[src/rtl/assert_macros.svh]
// Assertion macros used by the cursor engine top level.
`ifndef ASSERT_MACROS_SVH
`define ASSERT_MACROS_SVH

// Same-cycle implication.
`define ASSERT_IMPLIES(label, clk, rst_n, ante, cons, msg) \
    label: assert property (@(posedge clk) disable iff (!rst_n) (ante) |-> (cons)) \
        else $error(msg);

// Next-cycle implication.
`define ASSERT_NEXT(label, clk, rst_n, ante, cons, msg) \
    label: assert property (@(posedge clk) disable iff (!rst_n) (ante) |=> (cons)) \
        else $error(msg);

`endif

[src/rtl/tcce_fifo.sv]
// Small first-word-fall-through queue.
module tcce_fifo #(
    parameter int WIDTH = 8,
    parameter int DEPTH = 2
) (
    input  logic             clk,
    input  logic             rst_n,
    input  logic             push,
    input  logic [WIDTH-1:0] wdata,
    output logic             full,
    input  logic             pop,
    output logic [WIDTH-1:0] rdata,
    output logic             empty
);

    localparam int PW = (DEPTH > 1) ? $clog2(DEPTH) : 1;
    localparam int CW = $clog2(DEPTH + 1);

    logic [WIDTH-1:0] mem_reg [DEPTH];
    logic [PW-1:0]    wr_ptr_reg, wr_ptr_next;
    logic [PW-1:0]    rd_ptr_reg, rd_ptr_next;
    logic [CW-1:0]    count_reg, count_next;
    logic             do_push, do_pop;

    assign full    = (count_reg == CW'(DEPTH));
    assign empty   = (count_reg == '0);
    assign do_push = push && !full;
    assign do_pop  = pop && !empty;
    assign rdata   = mem_reg[rd_ptr_reg];

    always_comb
    begin
        wr_ptr_next = wr_ptr_reg;
        rd_ptr_next = rd_ptr_reg;
        count_next  = count_reg;
        if (do_push)
        begin
            wr_ptr_next = (wr_ptr_reg == PW'(DEPTH - 1)) ? '0 : wr_ptr_reg + PW'(1);
        end
        if (do_pop)
        begin
            rd_ptr_next = (rd_ptr_reg == PW'(DEPTH - 1)) ? '0 : rd_ptr_reg + PW'(1);
        end
        if (do_push && !do_pop)
        begin
            count_next = count_reg + CW'(1);
        end
        else if (do_pop && !do_push)
        begin
            count_next = count_reg - CW'(1);
        end
    end

    always_ff @(posedge clk)
    begin
        if (do_push)
        begin
            mem_reg[wr_ptr_reg] <= wdata;
        end
    end

    always_ff @(posedge clk or negedge rst_n)
    begin
        if (!rst_n)
        begin
            wr_ptr_reg <= '0;
            rd_ptr_reg <= '0;
            count_reg  <= '0;
        end
        else
        begin
            wr_ptr_reg <= wr_ptr_next;
            rd_ptr_reg <= rd_ptr_next;
            count_reg  <= count_next;
        end
    end

endmodule

[config.mk]
export PLATFORM = sky130hd
export DESIGN_NAME = tcce_fifo
export DESIGN_NICKNAME = d
export VERILOG_FILES = /design/src/rtl/assert_macros.svh /design/src/rtl/tcce_fifo.sv
export SDC_FILE = /design/constraint.sdc
export NUM_CORES = 1
export LEC_CHECK = 0
export CORE_MARGIN = 5
export CORE_UTILIZATION = 58
export CTS_CLUSTER_DIAMETER = 100
export DETAILED_ROUTE_END_ITERATION = 8
export DONT_BUFFER_PORTS = 1
export PLACE_DENSITY = 0.8
export REMOVE_ABC_BUFFERS = 1
export SLEW_MARGIN = 20
export SYNTH_ARGS = -nofsm -noshare
export SYNTH_HDL_FRONTEND = slang
export SYNTH_SLANG_ARGS = --single-unit
[constraint.sdc]
create_clock -name clk -period 1.6 [get_ports clk]
set_input_delay 0.16 -clock clk [delete_from_list [all_inputs] [get_ports clk]]
set_output_delay 0.16 -clock clk [all_outputs]
set_load 0.005 [all_outputs]
[Yosys cells after proc, flatten, opt, wreduce, memory -nomap -nowiden]
Memory sizes are Yosys's and may differ from the RTL's.
Index checks and enable logic that the tools add are counted.
Storage, ports and cells
  register bits: 4
  RAM bits: 16
  bits of input ports: 12
  output and inout bits: 10
  memories: 1
Memories
  mem_reg: words 2, width 8, read ports 1, clocked after memory_dff 0, wr ports 1, line tcce_fifo.sv:19  | logic [WIDTH-1:0] mem_reg [DEPTH];
Cells by class
  add/sub/neg operators: 4
  equality and inequality tests: 1
  muxes and demuxes: 6
  reductions and logical operators: 10
Operator list (number)
  $logic_and A1 B1 Y1: 4
  $logic_not A1 Y1: 4
  $mux W1: 4
  $mux W2: 2
  $add A1 B1 Y1 const B: 2
  $add A2 B1 Y2 const B: 1
  $eq A2 B2 Y1 const B: 1
  $logic_not A2 Y1: 1
  $reduce_bool A2 Y1: 1
  $sub A2 B1 Y2 const B: 1

[Logic depth before layout (Yosys ltp)]
  word-level depth: 7
  depth in mapped cells: 7
  depth with buffers taken out: 7

[Least setup slack after synthesis]
No wires, ideal clock.
  path kind: register to register
  start point: register count_reg[0]
  end point: memory mem_reg[0][0] (enable)
  arrival: 1.022 ns
  required time: 1.230 ns
  setup slack: 0.208 ns
  stages on the path, launching flop included: 4
  path buffers: 0
  clock period less this slack: 1.392 ns
  cells stage by stage: dfrtp_1 > nand2b_1 > nand2_2 > nor2_1
Between the ends
  longest elaborated chain between the ends: 5
Ends and longest elaborated chain
  start, declared: line tcce_fifo.sv:22  | logic [CW-1:0] count_reg, count_next;
  start signal, assigned: line tcce_fifo.sv:74  | count_reg <= count_next;
  $eq A2 B2 Y1: line tcce_fifo.sv:25  | assign full = (count_reg == CW'(DEPTH));
  $logic_not A1 Y1: line tcce_fifo.sv:27  | assign do_push = push && !full;
  $logic_and A1 B1 Y1: line tcce_fifo.sv:27
  $mux W1: line tcce_fifo.sv:56  | if (do_push)
  $mux W1 (not written as such): line tcce_fifo.sv:58  | mem_reg[wr_ptr_reg] <= wdata;
  end, declared: line tcce_fifo.sv:19
No other way between the ends.

[Worst setup path after layout]
  start point: register count_reg[0]
  end point: register count_reg[1]
Between the ends
  longest elaborated chain between the ends: 6
Ends and longest elaborated chain (line)
  $eq A2 B2 Y1 / $logic_not A2 Y1 (equally long branches): tcce_fifo.sv:25, tcce_fifo.sv:26
  $logic_not A1 Y1 (on tied branches): tcce_fifo.sv:27, tcce_fifo.sv:28
  $logic_and A1 B1 Y1 (on tied branches): tcce_fifo.sv:27, tcce_fifo.sv:28
  $logic_not A1 Y1 (on tied branches): tcce_fifo.sv:48, tcce_fifo.sv:44
  $logic_and A1 B1 Y1 (on tied branches): tcce_fifo.sv:48, tcce_fifo.sv:44
  $reduce_bool A2 Y1 (no line) / $mux W2 (equally long branches)
Parallel ways exist; a longest one is shown, timed or not. The select of a mux whose other input is x is not followed.
A chain may end at the register's enable or synchronous reset.

==> impl_results.md <==
* P_leak at around 0.35 nW
* Placer congestion estimate at about 0.66
* Net Sw Power at about 450 uW
* Remaining antenna violation count after routing at 0
* Layout area overhead at 18.6%
* CTS tree: yes
* Clock Skews at 4.16 ps
* Register area share after synthesis at 74.2%
* Main flop type after synthesis: edfxtp_1
* TritonCTS Buffers at 3
* Most frequent cells after synthesis: 16 x edfxtp_1, 6 x mux2_1, 4 x dfrtp_1
* Synth Register Bits at 20
* RSZ-0062 raised after global routing: false
* Worst Path Arrival at 1710 ps
* Worst slew margin at 74.1%
* I/O Pins at 22
* Worst-Margin Slew at ~390 ps
* HPWL after detailed placement at approximately 880 um
* Async S/R FF share, synth at approximately 20%
* Worst-Skew Late Latency at around 280 ps
* Non-filler cells in the finished layout at between 70 and 80
* Internal power at between 1 and 1.5 mW
* Crit share post-route at roughly 94%
* CP Capture Type: flop
* Clk buf depth at 2
* Initial DRC Count at 0
* Pin count of the biggest net entering global routing at 12
* Worst Hold Class: in2reg
* Initial core utilization at 60.9%
* Nets at 72
* PwrDens at 1600 nW/um2
* Global Route Usage Sum at between 10% and 20%
* Post-synthesis cell count at 44
* Port buffer count at 0
* Syn Area/Cell at 17.8 um2
* Critical path class: reg2reg
* Post-Route WL at 1.17 mm
* Vias per inst at 5.32
* Max VDD drop at about 0.84 mV
* Sink Count at 20
* CP Launch Type: flop
* Final setup violation count at 0
* Final hold violation count at 0
* Layout cells sized above 1 at between 10% and 20%
* Vias in the first global route at approximately 420
* Synth cell types at 15
* Register area at 581 um2
* Filler cell count at 78
* Clock power frac at between 10% and 20%
* Antenna Cells at 0
* Worst-path clk slew at ~100 ps
* Top cell type by total area after synthesis: edfxtp_1
* Total number of vias at 388
* Part of the power in registers at a little under three fifths
* Core area at 1280 um2
* Status: complete, no violations
* Tmin final at about 1500 ps
* TNS Setup at 0 ps
* Ys Warns at 0
* Gate power share at 28.3%
* CTS H-tree depth at 1
* Final Max Tran Viols at 0
* Fin util at roughly 72%
* Tot Pwr at 1.49 mW
* Mapped cell area at 782 um2
* Clock root cell: clkbuf_4
* Overflow after GRT at 0
* First-pass GRT wire length at about 1.9 mm
* DRC Markers at 0
* Footprint of the multi-input gates at 189 um2
* Area contributors post-synth: edfxtp_1 61%, dfrtp_1 13%, mux2_1 8.6%
* WL per Instance at ~16 um
* Initial antenna violation count at 0
* First-pass iteration count of the detailed router at 1
* Max reg flops at 16
* Die Area at approximately 2200 um2
* Worst Path Max Fanout at 5
* EDFF count, synth at 16
* Max-cap violations at 0
* Die width at roughly 47 um
* DP Cell Count at 60
* Req. time, crit path at 1820 ps
* Placement row count at 13
* Postcts setup bufs at 0
* Post_cts resized at 0
* Yosys top cell area share at between 60% and 70%
* Sw Ratio at 30.2%
* Most frequent cell after synthesis: edfxtp_1
* Die height at around 47 um
* Maximum clock frequency at 668 MHz
routing by layer:
| layer | wire length [um] | up-vias | GRT usage (%) |
|---|---|---|---|
| met5 | 0 | - | 0 |
| met3 | 113 | 0 | 4.69 |
| met1 | 416 | 189 | 14.1 |
| met2 | 643 | 12 | 21.7 |
| met4 | 0 | 0 | 4.97 |
| li1 | - | 187 | - |
cells by family (layout without fill, tap and decap cells):
kind of cell             after synthesis  after routing  share of synthesized area [%]
AND/OR/NAND/NOR                        6              6                           3.84
flip-flops                            20             20                           74.2
adder cells (fa/ha/maj)                1              1                           1.60
AO/OA/AOI/OAI                          1              1                          0.639
multiplexers                           8              8                           11.5
buffers and inverters                  3             17                           1.60
XOR/XNOR                               5              5                           6.56
final cells by class:
class                           instances  area share [%]
Multi-Input combinational cell         21            20.4
Inverter                                2           0.810
Clock buffer                            3            2.43
Timing Repair Buffer                   11            11.3
Tap cell                               15            2.02
Clock inverter                          1           0.405
Sequential cell                        20            62.6
timing repair:
item / 4_1_cts / 5_1_grt
endpoints found under the hold margin: 20 / 0
endpoints found under the setup margin: 0 / 0
hold buffers: 9 / 0
metrics by stage:
stage / hold slack, ps / area [um2] / setup slack (ps)
floorplan: -136 / 777 / 208
global placement: -136 / 811 / 203
detailed placement: -136 / 811 / 117
CTS: 56.8 / 927 / 91.3
global route: 54.0 / 927 / 0.634
finish: 56.6 / 927 / 103
cell usage in the layout (no fill, tap or decap), drive strengths merged, types with 2 or more instances in the layout:
cell type / count
edfxtp: 16
dfrtp: 4
xnor2: 3
xor2: 2
mux2: 8
nor2: 3
inv: 2
clkbuf: 3
buf: 2
dlygate4sd3: 9
critical path, cell delays in order (launching register included):
cell	delay [ps]
dfrtp_1	450
nand2b_1	210
nand2_2	130
inv_1	50
ha_1	190
xor2_1	140
nor2_1	120
xor2_1	150
power groups by stage:
stage	sequential, mW	clock, mW	combinational [mW]
2_1_floorplan	0.824	0	0.322
3_3_place_gp	0.840	0	0.388
3_5_place_dp	0.858	0	0.404
4_1_cts	0.846	0.225	0.431
5_1_grt	0.867	0.256	0.462
6_report	0.844	0.222	0.420
path summary, 6_finish.rpt:
| kind | start | endpoint | slack [ps] | cells past startpoint |
|---|---|---|---|---|
| setup reg to reg | count_reg[0] | count_reg[1] | 100 | 7 |
| setup / recovery | count_reg[0] | count_reg[1] | 100 | 7 |
| hold reg to reg | count_reg[1] | count_reg[1] | 540 | 1 |
| hold / removal | push | wr_ptr_reg | 60 | 2 |
| min in group asynchronous | rst_n | count_reg[0] | 140 | 1 |
| max in group asynchronous | rst_n | wr_ptr_reg | 1290 | 1 |
Note: power is estimated with default switching activity, not from simulation.
