**src/rtl/assert_macros.svh**
```systemverilog
// Assertion macros used by the cursor engine top level.
`ifndef ASSERT_MACROS_SVH
`define ASSERT_MACROS_SVH

// Same-cycle implication.
`define ASSERT_IMPLIES(label, clk, rst_n, ante, cons, msg) \
    label: assert property (@(posedge clk) disable iff (!rst_n) (ante) |-> (cons)) \
        else $error(msg);

// Next-cycle implication.
`define ASSERT_NEXT(label, clk, rst_n, ante, cons, msg) \
    label: assert property (@(posedge clk) disable iff (!rst_n) (ante) |=> (cons)) \
        else $error(msg);

`endif

```
**src/rtl/tcce_pkg.sv**
```systemverilog
// Types and constants of the text console cursor engine.
package tcce_pkg;

    localparam int OFFSET_W = 11;
    localparam int CHAR_W   = 8;
    localparam int ATTR_W   = 8;
    localparam int CELL_W   = 16;

    localparam logic [CHAR_W-1:0] CH_BELL  = 8'h07;
    localparam logic [CHAR_W-1:0] CH_BS    = 8'h08;
    localparam logic [CHAR_W-1:0] CH_TAB   = 8'h09;
    localparam logic [CHAR_W-1:0] CH_LF    = 8'h0A;
    localparam logic [CHAR_W-1:0] CH_CR    = 8'h0D;
    localparam logic [CHAR_W-1:0] CH_SPACE = 8'h20;

    localparam logic [ATTR_W-1:0] RESET_ATTR = 8'h07;

    localparam logic CMD_PUT  = 1'b0;
    localparam logic CMD_READ = 1'b1;

    typedef enum logic [2:0] {
        OP_READ,
        OP_NOP,
        OP_BS,
        OP_LF,
        OP_CR,
        OP_TAB,
        OP_PUT
    } op_t;

    typedef struct packed {
        op_t                 op;
        logic [CHAR_W-1:0]   char_code;
        logic [OFFSET_W-1:0] read_offset;
    } cmd_item_t;

    typedef struct packed {
        logic [OFFSET_W-1:0] cursor_offset;
        logic [CELL_W-1:0]   cell_data;
        logic                scrolled;
    } result_t;

    typedef struct packed {
        logic init_busy;
    } back_status_t;

endpackage

```
**src/rtl/tcce_fifo.sv**
```systemverilog
// Small first-word-fall-through queue.
module tcce_fifo #(
    parameter int WIDTH = 8,
    parameter int DEPTH = 2
) (
    input  logic             clk,
    input  logic             rst_n,
    input  logic             push,
    input  logic [WIDTH-1:0] wdata,
    output logic             full,
    input  logic             pop,
    output logic [WIDTH-1:0] rdata,
    output logic             empty
);

    localparam int PW = (DEPTH > 1) ? $clog2(DEPTH) : 1;
    localparam int CW = $clog2(DEPTH + 1);

    logic [WIDTH-1:0] mem_reg [DEPTH];
    logic [PW-1:0]    wr_ptr_reg, wr_ptr_next;
    logic [PW-1:0]    rd_ptr_reg, rd_ptr_next;
    logic [CW-1:0]    count_reg, count_next;
    logic             do_push, do_pop;

    assign full    = (count_reg == CW'(DEPTH));
    assign empty   = (count_reg == '0);
    assign do_push = push && !full;
    assign do_pop  = pop && !empty;
    assign rdata   = mem_reg[rd_ptr_reg];

    always_comb
    begin
        wr_ptr_next = wr_ptr_reg;
        rd_ptr_next = rd_ptr_reg;
        count_next  = count_reg;
        if (do_push)
        begin
            wr_ptr_next = (wr_ptr_reg == PW'(DEPTH - 1)) ? '0 : wr_ptr_reg + PW'(1);
        end
        if (do_pop)
        begin
            rd_ptr_next = (rd_ptr_reg == PW'(DEPTH - 1)) ? '0 : rd_ptr_reg + PW'(1);
        end
        if (do_push && !do_pop)
        begin
            count_next = count_reg + CW'(1);
        end
        else if (do_pop && !do_push)
        begin
            count_next = count_reg - CW'(1);
        end
    end

    always_ff @(posedge clk)
    begin
        if (do_push)
        begin
            mem_reg[wr_ptr_reg] <= wdata;
        end
    end

    always_ff @(posedge clk or negedge rst_n)
    begin
        if (!rst_n)
        begin
            wr_ptr_reg <= '0;
            rd_ptr_reg <= '0;
            count_reg  <= '0;
        end
        else
        begin
            wr_ptr_reg <= wr_ptr_next;
            rd_ptr_reg <= rd_ptr_next;
            count_reg  <= count_next;
        end
    end

endmodule

```
**src/rtl/tcce_front.sv**
```systemverilog
// Front end: accepts input words, classifies them and queues commands.
module tcce_front (
    input  logic                           clk,
    input  logic                           rst_n,
    input  logic                           push,
    output logic                           full,
    input  logic                           cmd,
    input  logic [7:0]                     char_code,
    input  logic [10:0]                    read_offset,
    input  tcce_pkg::back_status_t         status,
    input  logic                           cq_pop,
    output logic                           cq_empty,
    output tcce_pkg::cmd_item_t            cq_item
);
    import tcce_pkg::*;

    cmd_item_t item;
    logic      q_full;
    logic      q_push;

    always_comb
    begin
        item.char_code   = char_code;
        item.read_offset = read_offset;
        if (cmd == CMD_READ)
        begin
            item.op = OP_READ;
        end
        else
        begin
            unique case (char_code)
                CH_BELL: item.op = OP_NOP;
                CH_BS:   item.op = OP_BS;
                CH_LF:   item.op = OP_LF;
                CH_CR:   item.op = OP_CR;
                CH_TAB:  item.op = OP_TAB;
                default: item.op = OP_PUT;
            endcase
        end
    end

    // no words taken while the screen is being cleared
    assign full   = q_full || status.init_busy;
    assign q_push = push && !full;

    tcce_fifo #(
        .WIDTH($bits(cmd_item_t)),
        .DEPTH(2)
    ) u_cmd_q (
        .clk  (clk),
        .rst_n(rst_n),
        .push (q_push),
        .wdata(item),
        .full (q_full),
        .pop  (cq_pop),
        .rdata(cq_item),
        .empty(cq_empty)
    );

endmodule

```
**config.mk**
```make
export PLATFORM = sky130hd
export DESIGN_NAME = tcce_front
export DESIGN_NICKNAME = d
export VERILOG_FILES = /design/src/rtl/assert_macros.svh /design/src/rtl/tcce_pkg.sv /design/src/rtl/tcce_fifo.sv /design/src/rtl/tcce_front.sv
export SDC_FILE = /design/constraint.sdc
export NUM_CORES = 1
export LEC_CHECK = 0
export ABC_AREA = 1
export BUFFER_PORTS_ARGS = -buffer_cell sky130_fd_sc_hd__clkbuf_2
export CORE_MARGIN = 5
export CORE_UTILIZATION = 55
export CTS_CLUSTER_DIAMETER = 50
export DETAILED_ROUTE_END_ITERATION = 16
export PLACE_DENSITY_LB_ADDON = 0.25
export SKIP_LAST_GASP = 1
export SYNTH_ARGS = -nofsm -noshare
export SYNTH_HDL_FRONTEND = slang
export SYNTH_SLANG_ARGS = --single-unit
```
**constraint.sdc**
```tcl
create_clock -name clk -period 6.3 [get_ports clk]
set_input_delay 0.63 -clock clk [delete_from_list [all_inputs] [get_ports clk]]
set_output_delay 0.63 -clock clk [all_outputs]
set_load 0.02 [all_outputs]
```
Word level (Yosys, flattened, before mapping). Memory sizes are Yosys's and may differ from the RTL's. Cells that the tools add are included. W data, S select, Z words.

Memories: 1. Output and inout port bits: 24. Latch bits: 0. Bits in writable memories: 44. Register bits: 4. Input port bits: 25. Bits in read-only memories: 0. Logic and storage cells: 35.

Multiplexer cells: 8. Reductions and logical operators: 13. Order comparisons: 0. Div/mod/pow operators: 0. $add $sub $neg: 4. Shift operators: 0. Bitwise logic cells: 0. Eq/ne operators: 6. Multipliers: 0.

Memories: u_cmd_q.mem_reg (words 2, bits a word 22, read ports 1, clocked after Yosys merged registers in 0, wr ports 1, line tcce_fifo.sv:19) `logic [WIDTH-1:0] mem_reg [DEPTH];`.

Operator list (count): $eq A8 B4 Y1 const B (4); $pmux W3 S5 (1); $eq A8 B3 Y1 const B (1); $logic_and A1 B1 Y1 (5); $logic_not A1 Y1 (5); $mux W1 (4); $mux W2 (2); $mux W3 (1); $add A1 B1 Y1 const B (2); $add A2 B1 Y2 const B (1); $eq A2 B2 Y1 const B (1); $logic_not A2 Y1 (1); $reduce_bool A2 Y1 (1); $sub A2 B1 Y2 const B (1); $logic_or A1 B1 Y1 (1).

Depth between registers and ports, before layout. Gate-level depths: netlist of the first run.

Depth in word-level cells: 9. Mapped depth: 8. Gate-level depth less buffers: 8.

Cells and area by module. From an unflattened synthesis of the first run, not the netlist that was laid out.

Cells, all modules: 173. Area total of the unflattened synthesis: 1961.9 sq um.

Modules (own cells, without submodules): tcce_fifo (cells an instance 146, seq. area each 1421.4 sq um, area each 1840.5 sq um, instances 1); tcce_front (cells an instance 27, seq. area each 0.0 sq um, area each 121.4 sq um, instances 1).

Least setup slack after synthesis of the first run. No wires, ideal clock.

Path type: input-to-reg. Start: input status. End: memory u_cmd_q.mem_reg[0][0] (netlist name) (enable). Arrival: 1.759 ns. Setup time: 0.401 ns. Cell stages on the path: 3. Path buffers: 0. Path slack: 4.140 ns. Required time: 5.899 ns. Path through: inv_1 nand3_2 nor2_1.

Longest elaborated chain between the ends: 6.

RTL lines: from (decl) (line tcce_front.sv:10) `input tcce_pkg::back_status_t status,`; $logic_or A1 B1 Y1 (line tcce_front.sv:43) `assign full = q_full || status.init_busy;`; $logic_not A1 Y1 (line tcce_front.sv:44) `assign q_push = push && !full;`; $logic_and A1 B1 Y1 (line tcce_front.sv:44); $logic_and A1 B1 Y1 (line tcce_fifo.sv:27) `assign do_push = push && !full;`; $mux W1 (line tcce_fifo.sv:56) `if (do_push)`; $mux W1 (implied by the code) (line tcce_fifo.sv:58) `mem_reg[wr_ptr_reg] <= wdata;`; to (decl) (line tcce_fifo.sv:19).

No other way between the ends.

==> results of run 1 <==
[cell type report]
class / count / share of cell area [%]
Tap cell: 46 / 2.541
Clock inverter: 3 / 1.878
Inverter: 10 / 1.657
Clock buffer: 5 / 1.657
Timing Repair Buffer: 48 / 10.61
Multi-Input combinational cell: 99 / 18.90
Sequential cell: 48 / 62.76
[routing by layer]
layer	vias to the layer above	global-route usage, %	routed length, um
met3	2	6.483	216
met5	-	0	0
met4	0	5.839	19
met2	41	26.34	1631
met1	563	18.23	1300
li1	632	-	-
[Yosys cell counts]
| library cell | n | area [sq um] |
|---|---|---|
| buf_2 | 4 | 20.02 |
| dfrtp_1 | 4 | 100.1 |
| edfxtp_1 | 44 | 1321 |
| nand3_1 | 1 | 5.000 |
| nor3b_1 | 1 | 7.510 |
| a21oi_1 | 3 | 15.01 |
| ha_1 | 1 | 12.51 |
| xor2_1 | 2 | 17.52 |
| nand2_1 | 75 | 281.5 |
| nand4_1 | 2 | 12.51 |
| xnor2_1 | 2 | 17.52 |
| nor2_1 | 9 | 33.78 |
| nand3_2 | 1 | 10.01 |
| inv_2 | 1 | 3.750 |
| o21ai_1 | 2 | 10.01 |
| inv_1 | 9 | 33.78 |
[logic make-up after synthesis]
group | synth area share, %
buf+inv | 3.026
compound gates | 1.316
xor+xnor | 1.842
simple gates | 18.42
fa+ha+maj | 0.6578
flops | 74.74
[worst reg2reg max path: stages (launching register included)]
cell,delay [ps]
dfrtp_1,440
inv_2,60
nand2_1,90
nand3_2,120
nor2_2,850
[stage by stage]
step | power [W] | instances
after floorplan | 0.0006658 | 161
after global placement | 0.0007682 | 251
after detailed placement | 0.0007796 | 251
after CTS | 0.0009497 | 259
after global routing | 0.001006 | 259
final | 0.0009365 | 259
[power groups by stage]
stage                     sequential, W  clock, W  combinational (W)
after floorplan                0.000426         0           0.000240
after global placement         0.000447         0           0.000322
after detailed placement       0.000450         0           0.000330
after CTS                      0.000442  0.000177           0.000330
after global routing           0.000448  0.000197           0.000361
final                          0.000441  0.000173           0.000323
[worst min-delay path by stage]
stage / startpoint / end / slack [ps] / depth (start not counted)
after floorplan: rst_n / u_cmd_q.count_reg[0] / 330 / 0
after global placement: rst_n / u_cmd_q.count_reg[0] / 440 / 1
after detailed placement: rst_n / u_cmd_q.wr_ptr_reg / 450 / 1
after CTS: rst_n / u_cmd_q.wr_ptr_reg / 60 / 1
after global routing: rst_n / u_cmd_q.rd_ptr_reg / 20 / 1
final: rst_n / u_cmd_q.wr_ptr_reg / 70 / 1
==> impl_metrics.tcl, run 1 <==
set metrics [dict create \
    largest_reg_flops 44 \
    hpwlAfterDp_mm 2.271 \
    whs_ps 72.11 \
    routed_via_density 4.780 \
    antenna_found_initial 0 \
    endpoint_kind "primary output" \
    ys_warn_count 0 \
    clock_path_buffers 2 \
    power.leakage_nw 1.014 \
    postLayoutCellArea_sq_um 2265 \
    setup_viol 0 \
    layout.nets 238 \
    cts_buffers 5 \
    final_period_minus_worst_setup_slack_ps 2811 \
    r2r-end "u_cmd_q.mem_reg[1][13]" \
    power_frac_comb_pct 34.5 \
    hold_path_class "input pin to asynchronous set/reset pin" \
    crit_type "register to primary output" \
    p_int_w 0.0005855 \
    clock-sinks 48 \
    multiInputGateArea_sq_um 427.9 \
    clk_pin_slew_ps 120 \
    slew_headroom_pct 26.74 \
    slowest_delay_ps 830 \
    placed_cell_area_sq_um 2185 \
    postCtsHoldBufs 0 \
    status "finished, final reports clean" \
    fin_ws_ps 3489 \
    synth.ff_latch_count 48 \
    areaGrowthSynthToFinish_pct 19.08 \
    ys_seq_area_share_pct 74.74 \
    crit_chain "inv_1, nand2_1, nand2_1, clkbuf_2" \
    reg2regPathDepth 4 \
    fin_util_pct 67.87 \
    p_switching_w 0.0003510 \
    grt-ovfl-total 0 \
    cp-start-kind "register" \
    dieArea_sq_um 4734 \
    grt_usage_pct 15.79 \
    path_buf_inv 2 \
    grt_pass1_vias 1220 \
    num_vias 1238 \
    ys_types 16 \
    layout_commonest_cell "nand2_1" \
    fmax_ghz 0.3558 \
    worst_pin_slew_ps 1098 \
    antenna_left 0 \
    drive_above_1_share_pct 28.17 \
    n_antenna_cell 0 \
    syn_nets 187 \
    synth_cells 161 \
    crit_path_end "cq_item[20]" \
    die_h_um 68.81 \
    cts-htree-levels 2 \
    final.period_utilization_pct 44.62 \
    skew_ps 10.14 \
    layout_common_cells "nand2_1 (75), clkbuf_2 (48), edfxtp_1 (44)" \
    io_pins 49 \
    drv_slew 0 \
    clock-root-buffer "clkbuf_4" \
    final.setup.tns_ps 0 \
    clkPwrFrac_pct 18.4 \
    ctsResizeCount 0 \
    ff2ff_setup_slack_ps 4380 \
    crit_family "flip-flops" \
    numPortBuffers 48 \
    cts_setup_buffers 0 \
    nFillCells 257 \
    register_area_sq_um 1421 \
    path_depth 4 \
    drcViolationCount 0 \
    vdd_ir_drop_max_mv 0.2699 \
    powerDensity_nw_per_um2 413.5 \
    grt_first_pass_wirelength_mm 5.188 \
    crit_slowest_cell "dfrtp_1" \
    worstSetupStartpoint "u_cmd_q.rd_ptr_reg" \
    start_util_pct 56.99 \
    worstPathMaxFanout 23 \
    timing.rr.start "u_cmd_q.count_reg[0]" \
    cp.arrival_ps 2180 \
    seqPwrFrac_pct 47.1 \
    drt_first_pass_iters 4 \
    cts_tree "built" \
    required_ps 5670 \
    post-place-ws_ps 3824 \
    wl_per_cell_um 12.22 \
    drtIter0Drc 56 \
    core_area_sq_um 3337 \
    gp_congestion 0.7648 \
    maxCapViolCount 0 \
    worst_skew_pair.late_latency_ps 350 \
    syn_avg_cell_area_sq_um 11.81 \
    rsz0062_at_grt "no" \
    swShare_pct 37.48 \
    hold_viol_final 0 \
    critical_path.most_common_cell "nand2_1" \
    grt_start_max_net_pins 24 \
    syn_area_sq_um 1902 \
    drt-total-wl_mm 3.166 \
    row_count 21 \
    die_w_um 68.81 \
]
Power figures use the tool's default switching activity.
==> run 2, diff against run 1 <==
--- a/config.mk
+++ b/config.mk
@@ -5,10 +5,10 @@
 export SDC_FILE = /design/constraint.sdc
 export NUM_CORES = 1
 export LEC_CHECK = 0
-export ABC_AREA = 1
+export ABC_AREA = 0
 export BUFFER_PORTS_ARGS = -buffer_cell sky130_fd_sc_hd__clkbuf_2
 export CORE_MARGIN = 5
-export CORE_UTILIZATION = 55
+export CORE_UTILIZATION = 51
 export CTS_CLUSTER_DIAMETER = 50
 export DETAILED_ROUTE_END_ITERATION = 16
 export PLACE_DENSITY_LB_ADDON = 0.25
==> constraint.sdc (replaced) <==
create_clock -name clk -period 2.7 [get_ports clk]
set_input_delay 0.27 -clock clk [delete_from_list [all_inputs] [get_ports clk]]
set_output_delay 0.27 -clock clk [all_outputs]
set_load 0.02 [all_outputs]
==> impl_metrics.tcl, run 2 <==
set metrics [dict create \
    routed_via_density 4.859 \
    ys_types 21 \
    antenna_found_initial 0 \
    p_int_w 0.001514 \
    register_area_sq_um 1421 \
    clk_pin_slew_ps 90 \
    grt_start_max_net_pins 23 \
    instances_no_fill 206 \
    slew_headroom_pct 62.19 \
    numPortBuffers 48 \
    yosysTopAreaCellShare_pct 70.45 \
    post-place-ws_ps 909.2 \
    crit_type "register to primary output" \
    fin_util_pct 63.67 \
    placed_cells 197 \
    areaGrowthSynthToFinish_pct 22.41 \
    drcViolationCount 0 \
    layout.nets 183 \
    synthMostInstantiatedCell "edfxtp_1" \
    fmax_ghz 0.4829 \
    cp-start-kind "register" \
    worst_pin_slew_ps 566.5 \
    die_h_um 70.64 \
    ctsResizeCount 0 \
    largest_reg_flops 44 \
    power.leakage_nw 0.8994 \
    n_antenna_cell 0 \
    hold_path_class "input pin to register" \
    layout_commonest_cell "clkbuf_2" \
    layout_common_cells "clkbuf_2 (48), edfxtp_1 (44), mux2_2 (22)" \
    final.period_utilization_pct 76.69 \
    multiInputGateArea_sq_um 419.2 \
    io_pins 49 \
    synthTopCellsByCount "edfxtp_1 (44), mux2_2 (22), xnor2_1 (5), dfrtp_1 (4), inv_1 (4)" \
    rsz0062_at_grt "no" \
    syn_avg_cell_area_sq_um 18.76 \
    postCtsHoldBufs 1 \
    hpwlAfterDp_mm 2.090 \
    powerDensity_nw_per_um2 953.6 \
    nFillCells 277 \
    seqPwrFrac_pct 46.4 \
    drt-total-wl_mm 2.925 \
    synth_ff_type "edfxtp_1" \
    core_area_sq_um 3606 \
    power_w 0.002189 \
    worstPathMaxFanout 13 \
    cts_tree "built" \
    num_vias 1001 \
    worst_skew_pair.late_latency_ps 290 \
    die_w_um 70.64 \
    synth_area_leaders "edfxtp_1 (70%), mux2_2 (13%), dfrtp_1 (5.3%)" \
    cts-htree-levels 2 \
    synth_largest_area_cell "edfxtp_1" \
    start_util_pct 52.01 \
    drt_first_pass_iters 4 \
    drtIter0Drc 28 \
    endpoint_kind "primary output" \
    final.setup.tns_ps 0 \
    antenna_left 0 \
    ys_seq_area_share_pct 75.78 \
    cts_setup_buffers 0 \
    ys_warn_count 0 \
    fin_ws_ps 629.3 \
    grt_pass1_vias 1007 \
    grt-ovfl-total 0 \
    synth.ff_latch_count 48 \
    syn_nets 126 \
    wl_per_cell_um 14.20 \
    synth_cells 100 \
    setup_viol 0 \
    synth-edff-count 44 \
    dieArea_sq_um 4990 \
    clock-sinks 48 \
    skew_ps 9.021 \
    row_count 22 \
    drv_slew 0 \
    cts_buffers 5 \
    final_period_minus_worst_setup_slack_ps 2071 \
    power_frac_comb_pct 31.3 \
    hold_viol_final 0 \
    vdd_ir_drop_max_mv 0.5893 \
    p_switching_w 0.0006750 \
    required_ps 2430 \
    maxCapViolCount 0 \
    cp.arrival_ps 1800 \
    syn_area_sq_um 1876 \
    grt_usage_pct 12.52 \
    grt_first_pass_wirelength_mm 4.692 \
    status "finished, final reports clean" \
    swShare_pct 30.83 \
    clock_path_buffers 2 \
    gp_congestion 0.7985 \
    drive_above_1_share_pct 51.27 \
    async_flop_share_pct 8.333 \
    clkPwrFrac_pct 22.2 \
    clock-root-buffer "clkbuf_8" \
]
## run 2: logic make-up (layout without fill, tap and decap cells)
kind of cell	after synthesis	in the layout	synth area share, %
flip-flops	48	48	75.78
AND/OR/NAND/NOR	9	9	2.802
multiplexers	23	23	13.74
AO/OA/AOI/OAI	7	7	2.201
adder cells (fa/ha/maj)	1	1	0.6670
buffers and inverters	6	64	2.001
XOR/XNOR	6	6	2.802
## run 2: power groups by stage
stage | Combinational, W | Clock, W | Sequential [W]
3_5_place_dp | 0.000694 | 0 | 0.00103
4_1_cts | 0.000698 | 0.000497 | 0.00102
5_1_grt | 0.000741 | 0.000534 | 0.00103
6_report | 0.000686 | 0.000487 | 0.00102
3_3_place_gp | 0.000690 | 0 | 0.00103
2_1_floorplan | 0.000532 | 0 | 0.000997
## run 2: metrics by stage
step           hold slack (ps)  cell area, sq um
3_5_place_dp             83.93              2178
2_1_floorplan           -25.59              1876
4_1_cts                  162.2              2296
3_3_place_gp             83.45              2178
5_1_grt                  153.4              2296
6_report                 165.9              2296
## run 2: final timing paths
| path | start | endpoint | slack [ps] | cells after the start |
|---|---|---|---|---|
| max reg2reg | u_cmd_q.count_reg[1] | u_cmd_q.mem_reg[0][5] | 910 | 4 |
| max in group asynchronous | rst_n | u_cmd_q.wr_ptr_reg | 2250 | 2 |
| min in group asynchronous | rst_n | u_cmd_q.count_reg[0] | 320 | 2 |
| min reg2reg | u_cmd_q.wr_ptr_reg | u_cmd_q.wr_ptr_reg | 520 | 1 |
| max | u_cmd_q.rd_ptr_reg | cq_item[19] | 630 | 3 |
| min | read_offset[9] | u_cmd_q.mem_reg[0][9] | 170 | 1 |
## run 2: critical path, stage by stage (launching register included)
cell,delay [ps]
dfrtp_1,690
buf_4,310
mux2_2,360
clkbuf_2,160
## run 2: per-layer routing
layer / routed length, um / GRT usage (%) / vias to the layer above / share of wire [%]
met3: 186 / 4.261 / 5 / 6.4
met5: 0 / 0 / - / 0
met1: 1223 / 15.46 / 475 / 42
met4: 42 / 5.219 / 0 / 1.4
li1: - / - / 495 / -
met2: 1471 / 20.27 / 26 / 50
## run 2: cell type report
cell class	count	area share, %
repair buffers	52	11.88
well taps	48	2.616
multi-input cells	46	18.26
clock buffers	6	3.161
flip-flops and latches	48	61.91
clock inverters	2	1.526
inverters	4	0.6540
==> run 3, diff against run 2 <==
==> constraint.sdc (replaced) <==
create_clock -name clk -period 2.15 [get_ports clk]
set_input_delay 0.215 -clock clk [delete_from_list [all_inputs] [get_ports clk]]
set_output_delay 0.215 -clock clk [all_outputs]
set_load 0.02 [all_outputs]
==> impl_metrics.tcl, run 3 (synthesis results as in run 2) <==
set metrics [dict create \
    status "finished, final reports clean" \
    drtIter0Drc 43 \
    drt_first_pass_iters 4 \
    worstSetupStartpoint "u_cmd_q.count_reg[1]" \
    postLayoutCellArea_sq_um 2328 \
    cp-start-kind "register" \
    slew_headroom_pct 67.20 \
    power.leakage_nw 0.9145 \
    swShare_pct 29.79 \
    final.period_utilization_pct 75.31 \
    final_period_minus_worst_setup_slack_ps 1619 \
    crit_path_end "u_cmd_q.count_reg[1]" \
    numPortBuffers 48 \
    num_vias 1038 \
    layout_commonest_cell "clkbuf_2" \
    drv_slew 0 \
    cts_tree "built" \
    worst_pin_slew_ps 487.5 \
    hold_path_class "input pin to register" \
    fmax_ghz 0.6176 \
    r2r-end "u_cmd_q.count_reg[1]" \
    worstPathMaxFanout 3 \
    cts-htree-levels 2 \
    clock-root-buffer "clkbuf_8" \
    holdPathStages 1 \
    path_buf_inv 2 \
    largest_reg_flops 44 \
    grt_start_max_net_pins 23 \
    drcViolationCount 0 \
    endpoint_kind "register" \
    instances_no_fill 207 \
    clk_pin_slew_ps 80 \
    grt-ovfl-total 0 \
    fin_util_pct 64.57 \
    cp.arrival_ps 1830 \
    reg2regPathDepth 7 \
    grt_usage_pct 13.21 \
    crit_type "register to register" \
    seqPwrFrac_pct 42.6 \
    setup_viol 0 \
    crit_family "flip-flops" \
    power_frac_comb_pct 32.1 \
    wl_per_cell_um 14.58 \
    antenna_left 0 \
    critical_path.most_common_cell "inv_1" \
    maxCapViolCount 0 \
    die_w_um 70.64 \
    placed_cell_area_sq_um 2186 \
    start_util_pct 52.01 \
    clock-sinks 48 \
    rsz0062_at_grt "no" \
    register_area_sq_um 1421 \
    areaGrowthSynthToFinish_pct 24.15 \
    grt_first_pass_wirelength_mm 4.974 \
    powerDensity_nw_per_um2 1245 \
    layout_common_cells "clkbuf_2 (48), edfxtp_1 (44), mux2_2 (22)" \
    antenna_found_initial 0 \
    skew_ps 6.917 \
    clock_path_buffers 2 \
    final.setup.tns_ps 0 \
    ff2ff_setup_slack_ps 530 \
    timing.rr.start "u_cmd_q.count_reg[1]" \
    p_switching_w 0.0008633 \
    worst_skew_pair.late_latency_ps 290 \
    power_w 0.002898 \
    gp_congestion 0.8064 \
    layout.nets 184 \
    core_area_sq_um 3606 \
    slowest_delay_ps 370 \
    vdd_ir_drop_max_mv 0.8225 \
    cts_buffers 5 \
    clkPwrFrac_pct 25.3 \
    hold_viol_final 0 \
    grt_pass1_vias 1074 \
    crit_chain "inv_1, o211ai_1, inv_1, ha_1, xor2_1, nor2_1, xnor2_1" \
    p_int_w 0.002035 \
    nFillCells 292 \
    die_h_um 70.64 \
    cts_setup_buffers 0 \
    path_depth 7 \
    drt-total-wl_mm 3.018 \
    crit_slowest_cell "dfrtp_1" \
    io_pins 49 \
    n_antenna_cell 0 \
    drive_above_1_share_pct 51.57 \
    required_ps 2360 \
    row_count 22 \
    routed_via_density 5.014 \
    dieArea_sq_um 4990 \
    multiInputGateArea_sq_um 419.2 \
    placed_cells 198 \
]
-- run 3: cell count changes in the layout (fill, tap and decap cells not counted), sizes merged --
cell,previous run,this run
buf,3,4
clkinv,1,0
bufinv,1,2
-- run 3: final cells by class --
| class | instances | area share (%) |
|---|---|---|
| Sequential cell | 48 | 61.04 |
| Multi-Input combinational cell | 46 | 18.00 |
| Timing Repair Buffer | 53 | 12.04 |
| Clock buffer | 6 | 3.117 |
| Clock inverter | 2 | 2.579 |
| Tap cell | 48 | 2.579 |
| Inverter | 4 | 0.6448 |
-- run 3: power groups by stage --
stage	sequential [W]	combinational, W	clock [W]
4_1_cts	0.00124	0.000948	0.000752
6_report	0.00124	0.000929	0.000733
2_1_floorplan	0.00125	0.000668	0
5_1_grt	0.00125	0.00100	0.000795
3_3_place_gp	0.00125	0.000922	0
3_5_place_dp	0.00126	0.000942	0
-- run 3: routing by layer --
metal  GRT usage, %  part of all wire, %
met1          14.10                   38
met2          22.04                   53
met3          4.830                  7.8
met4          8.559                  1.7
met5              0                    0
-- run 3: timing repair --
action / 4_1_cts / 5_1_grt
hold endpoints to repair: 4 / 0
hold buffers: 1 / 0
gates resized for setup: 0 / 0
-- run 3: worst min-delay path by stage --
stage                     slack [ps]       startpoint                endpoint
after floorplan                  -80            rst_n    u_cmd_q.count_reg[0]
after global placement            30            rst_n    u_cmd_q.count_reg[0]
after detailed placement          30            rst_n    u_cmd_q.count_reg[0]
after CTS                        100  read_offset[10]  u_cmd_q.mem_reg[0][10]
after global routing              90   read_offset[5]   u_cmd_q.mem_reg[0][5]
final                            110   read_offset[5]   u_cmd_q.mem_reg[0][5]
-- run 3: stage by stage --
| step | hold slack [ps] | worst slack (ps) |
|---|---|---|
| final | 113.4 | 530.9 |
| after floorplan | -80.59 | 168.9 |
| after global routing | 90.20 | 401.7 |
| after global placement | 25.32 | 706.3 |
| after detailed placement | 30.78 | 565.0 |
| after CTS | 104.9 | 543.2 |
